File: src/rtl/core/wfsa_pkg.sv
package wfsa_pkg;

   // Width of offsets and sizes inside the chunk.
   localparam int AW = 28;
   localparam int FLAGS_W = 9;
   localparam int PRIO_W = 32;
   localparam int STATUS_W = 3;
   localparam int CSR_IDX_W = 2;
   localparam int CSR_DATA_W = 32;

   localparam int FREE_SLOTS_DEF = 64;

   localparam logic [AW-1:0] CHUNK_SIZE_RST = AW'(134217728);

   localparam logic [STATUS_W-1:0] ST_OK = 3'd0;
   localparam logic [STATUS_W-1:0] ST_MISMATCH = 3'd1;
   localparam logic [STATUS_W-1:0] ST_EMPTY = 3'd2;
   localparam logic [STATUS_W-1:0] ST_NO_FIT = 3'd3;
   localparam logic [STATUS_W-1:0] ST_OVERFLOW = 3'd4;

   localparam logic [CSR_IDX_W-1:0] CSR_CHUNK_SIZE = 2'd0;
   localparam logic [CSR_IDX_W-1:0] CSR_CHUNK_FLAGS = 2'd1;
   localparam logic [CSR_IDX_W-1:0] CSR_CHUNK_PRIO = 2'd2;

   localparam logic OP_ALLOC = 1'b0;
   localparam logic OP_FREE = 1'b1;

   // Control broadcast to every cell of the slice chain.
   typedef struct packed {
      logic          shift;
      logic          wr_en;
      logic [AW-1:0] wr_start;
      logic [AW-1:0] wr_size;
   } cell_ctl_type;

endpackage

File: src/rtl/core/wfsa_cell.sv
module wfsa_cell import wfsa_pkg::*; #(
   parameter int IW = 6,
   parameter int IDX = 0
) (
   input  logic          clock,
   input  logic          reset,
   input  cell_ctl_type  ctl,
   input  logic [IW-1:0] wr_idx,
   input  logic [AW-1:0] nxt_start,
   input  logic [AW-1:0] nxt_size,
   output logic [AW-1:0] start,
   output logic [AW-1:0] size
);

   logic [AW-1:0] start_ff, start_in;
   logic [AW-1:0] size_ff, size_in;

   always_comb begin
      start_in = start_ff;
      size_in = size_ff;
      if (ctl.wr_en && wr_idx == IW'(IDX)) begin
         start_in = ctl.wr_start;
         size_in = ctl.wr_size;
      end else if (ctl.shift) begin
         start_in = nxt_start;
         size_in = nxt_size;
      end
   end

   always_ff @(posedge clock) begin
      if (reset) begin
         start_ff <= '0;
         size_ff <= CHUNK_SIZE_RST;
      end else begin
         start_ff <= start_in;
         size_ff <= size_in;
      end
   end

   assign start = start_ff;
   assign size = size_ff;

endmodule

File: config.mk
export PLATFORM = sky130hd
export DESIGN_NAME = wfsa_cell
export DESIGN_NICKNAME = d
export VERILOG_FILES = /design/src/rtl/core/wfsa_pkg.sv /design/src/rtl/core/wfsa_cell.sv
export SDC_FILE = /design/constraint.sdc
export NUM_CORES = 1
export LEC_CHECK = 0
export ABC_AREA = 1
export BUFFER_PORTS_ARGS = -buffer_cell sky130_fd_sc_hd__buf_4
export CORE_ASPECT_RATIO = 0.7
export CORE_MARGIN = 5
export CORE_UTILIZATION = 35
export DETAILED_ROUTE_END_ITERATION = 10
export HOLD_SLACK_MARGIN = 0.02
export PLACE_DENSITY = 0.77
export SLEW_MARGIN = 25
export SYNTH_ARGS = -nofsm -noshare
export SYNTH_HDL_FRONTEND = slang
export SYNTH_SLANG_ARGS = --single-unit
File: constraint.sdc
create_clock -name clock -period 2.59 [get_ports clock]
set_input_delay 0.1295 -clock clock [delete_from_list [all_inputs] [get_ports clock]]
set_output_delay 0.1295 -clock clock [all_outputs]
set_load 0.1 [all_outputs]
* Yosys cells after proc, flatten, opt, wreduce, memory -nomap -nowiden
Cells that the tools add are included.
Widths: inputs -> output; s select.
** Operators by class
- Mux-type cells :: 4
- Reductions and logical operators :: 3
** Operators by type and width (count)
- $mux 28 :: 4
- $logic_not 6->1 :: 1
- $reduce_bool 2->1 :: 1
- $logic_and 1x1->1 :: 1
** Storage, ports and cells
- Register bits :: 56
- Output and inout bits :: 56
- Input bits :: 122
- Word-level logic and storage cells :: 9

* Depth between registers and ports, before layout
Gate-level depths: netlist of run 1.
- Word-level depth :: 3
- Mapped depth :: 9
- Mapped depth without buffers :: 7

* Worst setup path after synthesis of run 1
No wires, ideal clock.
- Path type :: register to register
- Start :: reg, netlist name size[0]
- End :: reg size_ff[0] (netlist: size[0])
- Data required time :: 2.520 ns
- Slack :: 1.301 ns
- Path buffers :: 0
- Library setup time :: 0.070 ns
- Cell stages (with the launch flop) :: 3
- Arrival time :: 1.219 ns
- Period minus slack after synthesis :: 1.289 ns
- Cell sequence :: dfxtp_1 -> nand3_1 -> a21oi_1
** RTL lines
- to (signal assigned) :: line wfsa_cell.sv:36 : size_ff <= size_in;
- to (decl) :: line wfsa_cell.sv:16 : logic [AW-1:0] size_ff, size_in;

* Final worst setup path of run 1
- Start :: in wr_idx[0]
- End :: reg size_ff[18] (netlist: size[18])
** Between the ends
- Word-level cells in the longest chain between the ends :: 3
- Elaborated cells between the ends (all ways) :: 4
- Classes of those cells :: mux: 1; reduce/logical: 3
** Ends and longest elaborated chain
- from (decl) :: line wfsa_cell.sv:8 : input logic [IW-1:0] wr_idx,
- $logic_not 6->1 (*) :: line wfsa_cell.sv:21 : if (ctl.wr_en && wr_idx == IW'(IDX)) begin
- $logic_and 1x1->1 (*) :: line wfsa_cell.sv:21
- $mux 28 / $reduce_bool 2->1 (equally long branches)
Every way passes the cells marked *; elsewhere a longest branch is shown, timed or not.
A chain may end at the register's enable or synchronous reset.

==> run metrics, run 1 <==
status=finished clean; Worst setup SP type=input pin; GRT overflow=0; Die X-Extent=~120 um; initial antenna violation count=0; DR WL/cell=12.9 um; fin crit share=0.528; CP Data Arrival Time=1580 ps; core area=approximately 8500 um2; Crit. End Element=flop; final-stage net count=roughly 780; vias=between 3000 and 4000; Slew Viols, Final=0; I/O pins=between 150 and 200; post-synthesis cell area=a little over 3000 um2; critical path class=input pin to flop; worst-path cell chain=buf_4 -> inv_1 -> nand2_1 -> nor2_1 -> nand2_4 -> buf_12 -> nand2_1 -> nand2_1 -> a21oi_1; Num CTS Buffers=5; worst-skew pair later-pin latency=approximately 280 ps; CTS clock-pin slew for the worst setup and hold paths=70 ps; Slew @ Worst Pin=906 ps; number of buffer and inverter stages on the critical path=3; Area growth syn-to-layout=47.8%; CTS max path bufs=2; vias in the first global route=roughly 3300; power consumption=2.38 mW; Seq cells post-synth=56; Setup Total Neg Slack=0 ps; Fill cells=about 870; area of the multi-input gates=approximately 1500 um2; DRC viols=0; Post-Syn Area per Cell=about 6 um2; Crit path max-delay family=simple AND/OR/NAND/NOR gates; number of setup violations in the final report=0; cells after synthesis=a little over 500; largest net degree at the start of global routing=66; Die ar.=about 11000 um2; CP Data Required Time=~2800 ps; Setup Skew=0 ps; crit path max fanout=65; crit-path most repeated cell=nand2_1; register area share after synthesis=0.362; Initial DRC Count=~280; Port Buf Inserts=177; CTS tree=yes; slew margin rel.=0.395; first-pass GRT wire length=~15000 um; Hold-fix buffers, CTS=0; Detailed Routing Iterations Pass 1=4; setup bufs post-CTS=0; Peak VDD IR=about 0.30 mV; post-synth net total=between 600 and 700; Pwr Density=about 520 nW/um2; Reg area=between 1000 and 1500 um2; number of diodes=0; Initial Utilization=0.362; clock sinks=between 50 and 60; leak pwr=2.52 nW; Row Count=28; total wire length=between 9000 and 10000 um; number of distinct library cells after synthesis=14; layout cells sized above 1=0.295; DR vias/cell=between 4 and 5; Worst path max stage delay=~380 ps; final hold violation count=0; Root Driver=clkbuf_16; Die H=about 90 um; post-CTS sizing=0; Max-Cap Viols=0; fmax=between 0.7 and 0.8 GHz; Worst Hold Class=input pin to flop; dpl ws=926 ps; setup ws final=roughly 1200 ps; min Tclk post-route=roughly 1400 ps; post-route ant nets=0; gr usage total=0.172; Worst path slowest cell=nand2_4; RSZ-0062 raised after global routing=false; detailed placement HPWL=between 7000 and 8000 um; yosys warns=0; H-tree lvl count=2; RePlAce Congestion=approximately 0.8
==> report_power, final <==
part | switching (mW) | total [mW] | internal, mW
clock | 0.277 | 0.658 | 0.381
combinational | 0.543 | 0.782 | 0.239
sequential | 0.0305 | 0.942 | 0.912
total | 0.851 | 2.38 | 1.53
==> layout by cell type, fill, tap and decap left out <==
| master | instances |
|---|---|
| nand2_1 | 173 |
| clkinv_2 | 2 |
| nand3_1 | 112 |
| a21oi_1 | 55 |
| clkbuf_16 | 5 |
| o21ai_1 | 1 |
| nor2_1 | 2 |
| inv_1 | 62 |
| buf_4 | 179 |
| nor2_4 | 2 |
| dfxtp_1 | 56 |
| nand2_4 | 1 |
| buf_12 | 2 |
| inv_2 | 1 |
| clkbuf_8 | 1 |
==> layout make-up <==
type	instances	share of cell area
inverters	63	0.0517
multi-input cells	346	0.335
flip-flops and latches	56	0.245
well taps	120	0.0328
clock inverters	2	0.00219
repair buffers	181	0.303
clock buffers	6	0.0304
==> worst reg2reg max path: stages, from the launching register on <==
cell and delay [ps]:
dfxtp_1 340, nand3_1 90, a21oi_1 200
==> per-stage QoR <==
step / cell area [um2] / util / hold slack (ps) / instances
after CTS: 4570 / 0.535 / 73.9 / 774
after global routing: 4570 / 0.535 / 81.3 / 774
final: 4570 / 0.535 / 85.7 / 774
after floorplan: 3090 / - / 260 / 505
after detailed placement: 4420 / 0.517 / 370 / 766
after global placement: 4420 / 0.517 / 366 / 766
==> logic make-up (layout without fill, tap and decap cells) <==
family	count (synthesis)	in the layout	synth area share
compound gates	56	56	0.0906
buf+inv	103	252	0.147
flops	56	56	0.362
simple gates	290	290	0.400
==> path summary, 6_finish.rpt <==
kind                                              from                     end  slack, ps  cells past startpoint
worst max-delay path                         wr_idx[0]   size[18]$_SDFFE_PP0P_       1220                      9
worst min-delay path                           ctl[27]   size[27]$_SDFFE_PP1P_         90                      3
worst max register to register    size[5]$_SDFFE_PP0P_    size[5]$_SDFFE_PP0P_       1890                      2
worst min register to register  start[25]$_SDFFE_PP0P_  start[25]$_SDFFE_PP0P_        490                      2
==> flip-flops by register name, indices dropped and copies added (netlist names) <==
signal	flops
size	28
start	28
==> Yosys cell counts (all sizes together) <==
cell / count / share of area
o21ai: 1 / 0.0016
clkbuf: 12 / 0.015
inv: 63 / 0.076
nand3: 112 / 0.18
nor2: 4 / 0.0065
buf: 28 / 0.056
nand2: 174 / 0.21
a21oi: 55 / 0.089
dfxtp: 56 / 0.36
==> per-layer routing <==
layer  global-route usage  wire, um  vias to the layer above  share of wire
li1                     -         -                     1880              -
met1                0.218      4160                     1580           0.42
met2                0.294      4700                      164           0.47
met3               0.0473      1010                       10           0.10
met4               0.0356        93                        0         0.0093
met5                    0         0                        -              0
Power figures use the tool's default switching activity.
==> inputs of run 2 (changes only) <==
Clock period 2.59 ns to 1.38 ns, I/O delays scaled along.
==> run 2 against run 1 <==
  * Register-to-register slack lost 1200 ps
  * Die area is the same
  * Clock power grew 130%
  * Combinational power grew 89%
  * Routed wire length grew 1.7%
  * Critical path depth shrank 8
  * Setup slack lost 880 ps
  * Sequential share of layout area shrank 0.42 points
  * Non-clock buffer count grew 4
  * Global-route usage grew 0.70 points
  * Via count grew 1.1%
==> run metrics, run 2 (synthesis gave the netlist of run 1 again) <==
Reg2Reg Depth=2 (unchanged); Die H=88.7 um (unchanged); total wire length=10100 um (was 9960 um); Initial Utilization=0.362 (unchanged); vias in the first global route=3431 (was 3286); largest net degree at the start of global routing=114 (was 66); WP depth=1 (was 9); GRT overflow=0 (unchanged); CTS tree=yes (unchanged); Final Util=0.544 (was 0.535); Initial DRC Count=187 (was 275); critical path class=flop to output port (was input pin to flop); Worst setup SP type=flop (was input pin); Num CTS Buffers=5 (unchanged); CTS clock-pin slew for the worst setup and hold paths=70 ps (about the same); number of diodes=0 (unchanged); Reg-to-Reg Start=start[2]$_SDFFE_PP0P_ (was size[5]$_SDFFE_PP0P_); Critical Path Source=size[24]$_SDFFE_PP0P_ (was wr_idx[0]); Slew Viols, Final=0 (unchanged); final-stage net count=779 (was 775); vias=3675 (was 3634); Slew @ Worst Pin=576 ps (was 906 ps); fin crit share=0.748; Reg2Reg Setup Slack=680 ps (was 1890 ps); most common cell after layout, fill and taps aside=buf_4 (unchanged); Max-Cap Viols=0 (unchanged); fmax=0.968 GHz; setup bufs post-CTS=0 (unchanged); Pwr Density=1020 nW/um2 (was 521 nW/um2); Setup Skew=0 ps (unchanged); Crit. End Element=output port (was flop); Setup Total Neg Slack=0 ps (unchanged); H-tree lvl count=2 (unchanged); core area=8550 um2 (unchanged); RSZ-0062 raised after global routing=false (unchanged); post-route ant nets=0 (unchanged); Die X-Extent=122 um (unchanged); Fill cells=860 (was 865); Root Driver=clkbuf_16 (unchanged); Detailed Routing Iterations Pass 1=5 (was 4); detailed placement HPWL=7440 um (was 7350 um); I/O pins=178 (unchanged); Crit path max-delay family=flip-flops (was simple AND/OR/NAND/NOR gates); worst-path cell chain=buf_4 (was buf_4 -> inv_1 -> nand2_1 -> nor2_1 -> nand2_4 -> buf_12 -> nand2_1 -> nand2_1 -> a21oi_1); most frequent cells in the layout=buf_4, nand2_1, nand3_1, inv_1, dfxtp_1 (unchanged); number of setup violations in the final report=0 (unchanged); Die ar.=10800 um2 (unchanged); final hold violation count=0 (unchanged); worst-skew pair later-pin latency=280 ps (about the same); status=finished clean (unchanged); CP Data Arrival Time=960 ps (was 1580 ps); Worst Hold Class=input pin to flop (unchanged); Row Count=28 (unchanged); DRC viols=0 (unchanged); post-CTS sizing=0 (unchanged); number of buffer and inverter stages on the critical path=1 (was 3); clock sinks=56 (unchanged); Port Buf Inserts=177 (unchanged); layout cells sized above 1=0.298 (was 0.295); min Tclk post-route=1030 ps; CP Data Required Time=1310 ps (was 2800 ps); initial antenna violation count=0 (unchanged); Worst path slowest cell=dfxtp_1 (was nand2_4); CTS max path bufs=2 (unchanged); first-pass GRT wire length=15900 um (was 15300 um); Hold-fix buffers, CTS=1 (was 0); worst r2r dst=start[2]$_SDFFE_PP0P_ (was size[5]$_SDFFE_PP0P_); DR WL/cell=13.0 um (was 12.9 um); Peak VDD IR=0.573 mV (was 0.302 mV); Worst path max stage delay=370 ps (was 380 ps); dpl cell area=4460 um2 (was 4420 um2); crit path max fanout=2 (was 65); DR vias/cell=4.72 (was 4.70); leak pwr=2.56 nW (was 2.52 nW); Critical Path Sink=size[24] (was size[18]$_SDFFE_PP0P_); post-route cell area=4650 um2 (was 4570 um2); RePlAce Congestion=0.850 (was 0.800); gr usage total=0.179 (was 0.172); Area growth syn-to-layout=50.4% (was 47.8%); slew margin rel.=0.616 (was 0.395)
[run 2: changes by cell type in the layout (fill, tap and decap cells not counted), sizes merged]
cell and delta:
buf +3, bufinv +1, clkbuf +1, clkinv -2
dlygate4sd3 +1
[run 2: per-stage QoR]
| step | setup WS, ps | hold WS [ps] | power, mW | cells |
|---|---|---|---|---|
| finish | 347 | 120 | 4.74 | 778 |
| global route | 319 | 127 | 4.98 | 778 |
| CTS | 342 | 114 | 4.80 | 778 |
| detailed placement | 123 | 308 | 3.29 | 769 |
| global placement | 247 | 291 | 3.27 | 769 |
| floorplan | 90.8 | 200 | 2.78 | 505 |
[run 2: worst min path at each step]
stage                       start                     end  slack [ps]  cells past startpoint
floorplan                 ctl[27]   size[27]$_SDFFE_PP1P_         200                      2
global placement          ctl[27]   size[27]$_SDFFE_PP1P_         290                      3
detailed placement        ctl[27]   size[27]$_SDFFE_PP1P_         310                      3
CTS                  nxt_size[11]   size[11]$_SDFFE_PP0P_         110                      5
global route        nxt_start[12]  start[12]$_SDFFE_PP0P_         130                      5
finish               nxt_size[11]   size[11]$_SDFFE_PP0P_         120                      5
[run 2: per-layer routing]
layer | vias to the layer above | track usage | wire, um
li1 | 1893 | - | -
met1 | 1612 | 0.222 | 4280
met2 | 164 | 0.313 | 4770
met3 | 6 | 0.0518 | 1010
met4 | 0 | 0.0315 | 67
met5 | - | 0 | 0
[run 2: cell type report]
class,count,area (um2),share of cell area
Timing Repair Buffer,185,1430,0.307
Clock buffer,7,153,0.0328
Sequential cell,56,1120,0.241
Clock inverter,1,30.0,0.00646
Tap cell,120,150,0.0323
Inverter,63,236,0.0508
Multi-Input combinational cell,346,1530,0.329
[run 2: where the power goes]
part	switching (mW)	total (mW)	internal, mW
clock	0.535	1.49	0.955
sequential	0.0549	1.77	1.71
combinational	1.02	1.48	0.460
total	1.61	4.74	3.13
==> inputs of run 3 (changes only) <==
Clock period 1.38 ns to 1.1 ns, I/O delays scaled along.
==> run 3 against run 2 <==
  * Via count down 0.16%
  * Final cell count up 0.51%
  * Sequential cell count unchanged
  * Setup slack worse by 230 ps
  * Sequential share of layout area up 0.75 points
  * Sequential power up 27%
  * Power up 21%
  * Hold slack worse by 28 ps
  * Critical path type unchanged
  * Critical endpoint is now size[25]
  * Largest cell class is now buffers
==> run metrics, run 3 (synthesis gave the netlist of run 1 again) <==
CTS clock-pin slew for the worst setup and hold paths=70 ps (about the same); first-pass GRT wire length=15800 um (was 15900 um); DRC viols=0 (unchanged); Slew Viols, Final=0 (unchanged); final-stage net count=783 (was 779); total wire length=9940 um (was 10100 um); clock sinks=56 (unchanged); number of setup violations in the final report=0 (unchanged); Worst path max stage delay=350 ps (was 370 ps); Slew @ Worst Pin=335 ps (was 576 ps); Initial Utilization=0.362 (unchanged); final hold violation count=0 (unchanged); CTS max path bufs=2 (unchanged); Worst path slowest cell=dfxtp_2 (was dfxtp_1); CP Data Required Time=1040 ps (was 1310 ps); worst-path cell chain=buf_4 (unchanged); I/O pins=178 (unchanged); detailed placement HPWL=7480 um (was 7440 um); slew margin rel.=0.777 (was 0.616); Max-Cap Viols=0 (unchanged); layout cells sized above 1=0.387 (was 0.298); vias=3669 (was 3675); Worst setup SP type=flop (unchanged); Root Driver=clkbuf_16 (unchanged); setup ws final=119 ps (was 347 ps); worst-skew pair later-pin latency=280 ps (about the same); post-route ant nets=0 (unchanged); core area=8550 um2 (unchanged); crit path max fanout=2 (unchanged); Die H=88.7 um (unchanged); Die ar.=10800 um2 (unchanged); Port Buf Inserts=177 (unchanged); Area growth syn-to-layout=54.9% (was 50.4%); CP Data Arrival Time=930 ps (was 960 ps); Crit path max-delay family=flip-flops (unchanged); Worst Hold Class=input pin to flop (unchanged); Detailed Routing Iterations Pass 1=4 (was 5); leak pwr=2.61 nW (was 2.56 nW); fin crit share=0.892; critical path class=flop to output port (unchanged); GRT overflow=0 (unchanged); largest net degree at the start of global routing=63 (was 114); RSZ-0062 raised after global routing=false (unchanged); Die X-Extent=122 um (unchanged); Initial DRC Count=184 (was 187); Row Count=28 (unchanged); H-tree lvl count=2 (unchanged); Num CTS Buffers=5 (unchanged); vias in the first global route=3508 (was 3431); CTS tree=yes (unchanged); gr usage total=0.176 (was 0.179); post-CTS sizing=0 (unchanged); Crit. End Element=output port (unchanged); most frequent cells in the layout=buf_4, nand2_1, nand3_1, inv_1, dfxtp_2 (was buf_4, nand2_1, nand3_1, inv_1, dfxtp_1); initial antenna violation count=0 (unchanged); Setup Skew=0 ps (unchanged); fmax=around 1.0 GHz; number of buffer and inverter stages on the critical path=1 (unchanged); WHS=92.4 ps (was 120 ps); DR vias/cell=4.69 (was 4.72); most common cell after layout, fill and taps aside=buf_4 (unchanged); dpl ws=-53.7 ps (was 123 ps); DR WL/cell=12.7 um (was 13.0 um); status=finished clean (unchanged); Peak VDD IR=0.838 mV (was 0.573 mV); Pwr Density=1190 nW/um2 (was 1020 nW/um2); Hold-fix buffers, CTS=1 (unchanged); setup bufs post-CTS=0 (unchanged); min Tclk post-route=between 900 and 1000 ps; RePlAce Congestion=0.832 (was 0.850); number of diodes=0 (unchanged)
## run 3: worst paths after layout
check	from	end	slack, ps	cells past startpoint
min reg2reg	size[9]$_SDFFE_PP0P_	size[9]$_SDFFE_PP0P_	480	2
max reg2reg	size[22]$_SDFFE_PP0P_	size[22]$_SDFFE_PP0P_	450	2
min	nxt_size[27]	size[27]$_SDFFE_PP1P_	90	5
max	size[25]$_SDFFE_PP0P_	size[25]	120	1
## run 3: layout make-up
cell class | instances | area [um2]
fill | 869 | 3760
sequential | 56 | 1190
clock inverter | 2 | 10.0
clock buffer | 6 | 139
inverter | 63 | 236
timing repair buffer | 189 | 1530
tap | 120 | 150
multi-input combinational | 346 | 1530
## run 3: per-layer routing
| metal | GRT usage | vias to the layer above | share of wire |
|---|---|---|---|
| met5 | 0 | - | 0 |
| met4 | 0.0285 | 0 | 0.0041 |
| met3 | 0.0498 | 4 | 0.094 |
| met2 | 0.310 | 131 | 0.47 |
| met1 | 0.221 | 1635 | 0.43 |
| li1 | - | 1899 | - |
## run 3: stage by stage
stage	power, mW	std cells	util	cell area, um2	setup TNS, ps
2_1_floorplan	3.53	505	-	3160	0
3_3_place_gp	4.16	773	0.542	4630	0
3_5_place_dp	4.18	773	0.542	4630	-842
4_1_cts	5.79	782	0.561	4790	0
5_1_grt	6.00	782	0.561	4790	0
6_report	5.72	782	0.561	4790	0
## run 3: power breakdown
part           internal [mW]  leakage (nW)  switching, mW
Sequential              2.17         0.482         0.0688
Clock                  0.899        0.0766          0.692
Combinational          0.606          2.05           1.29
Total                   3.67          2.61           2.05
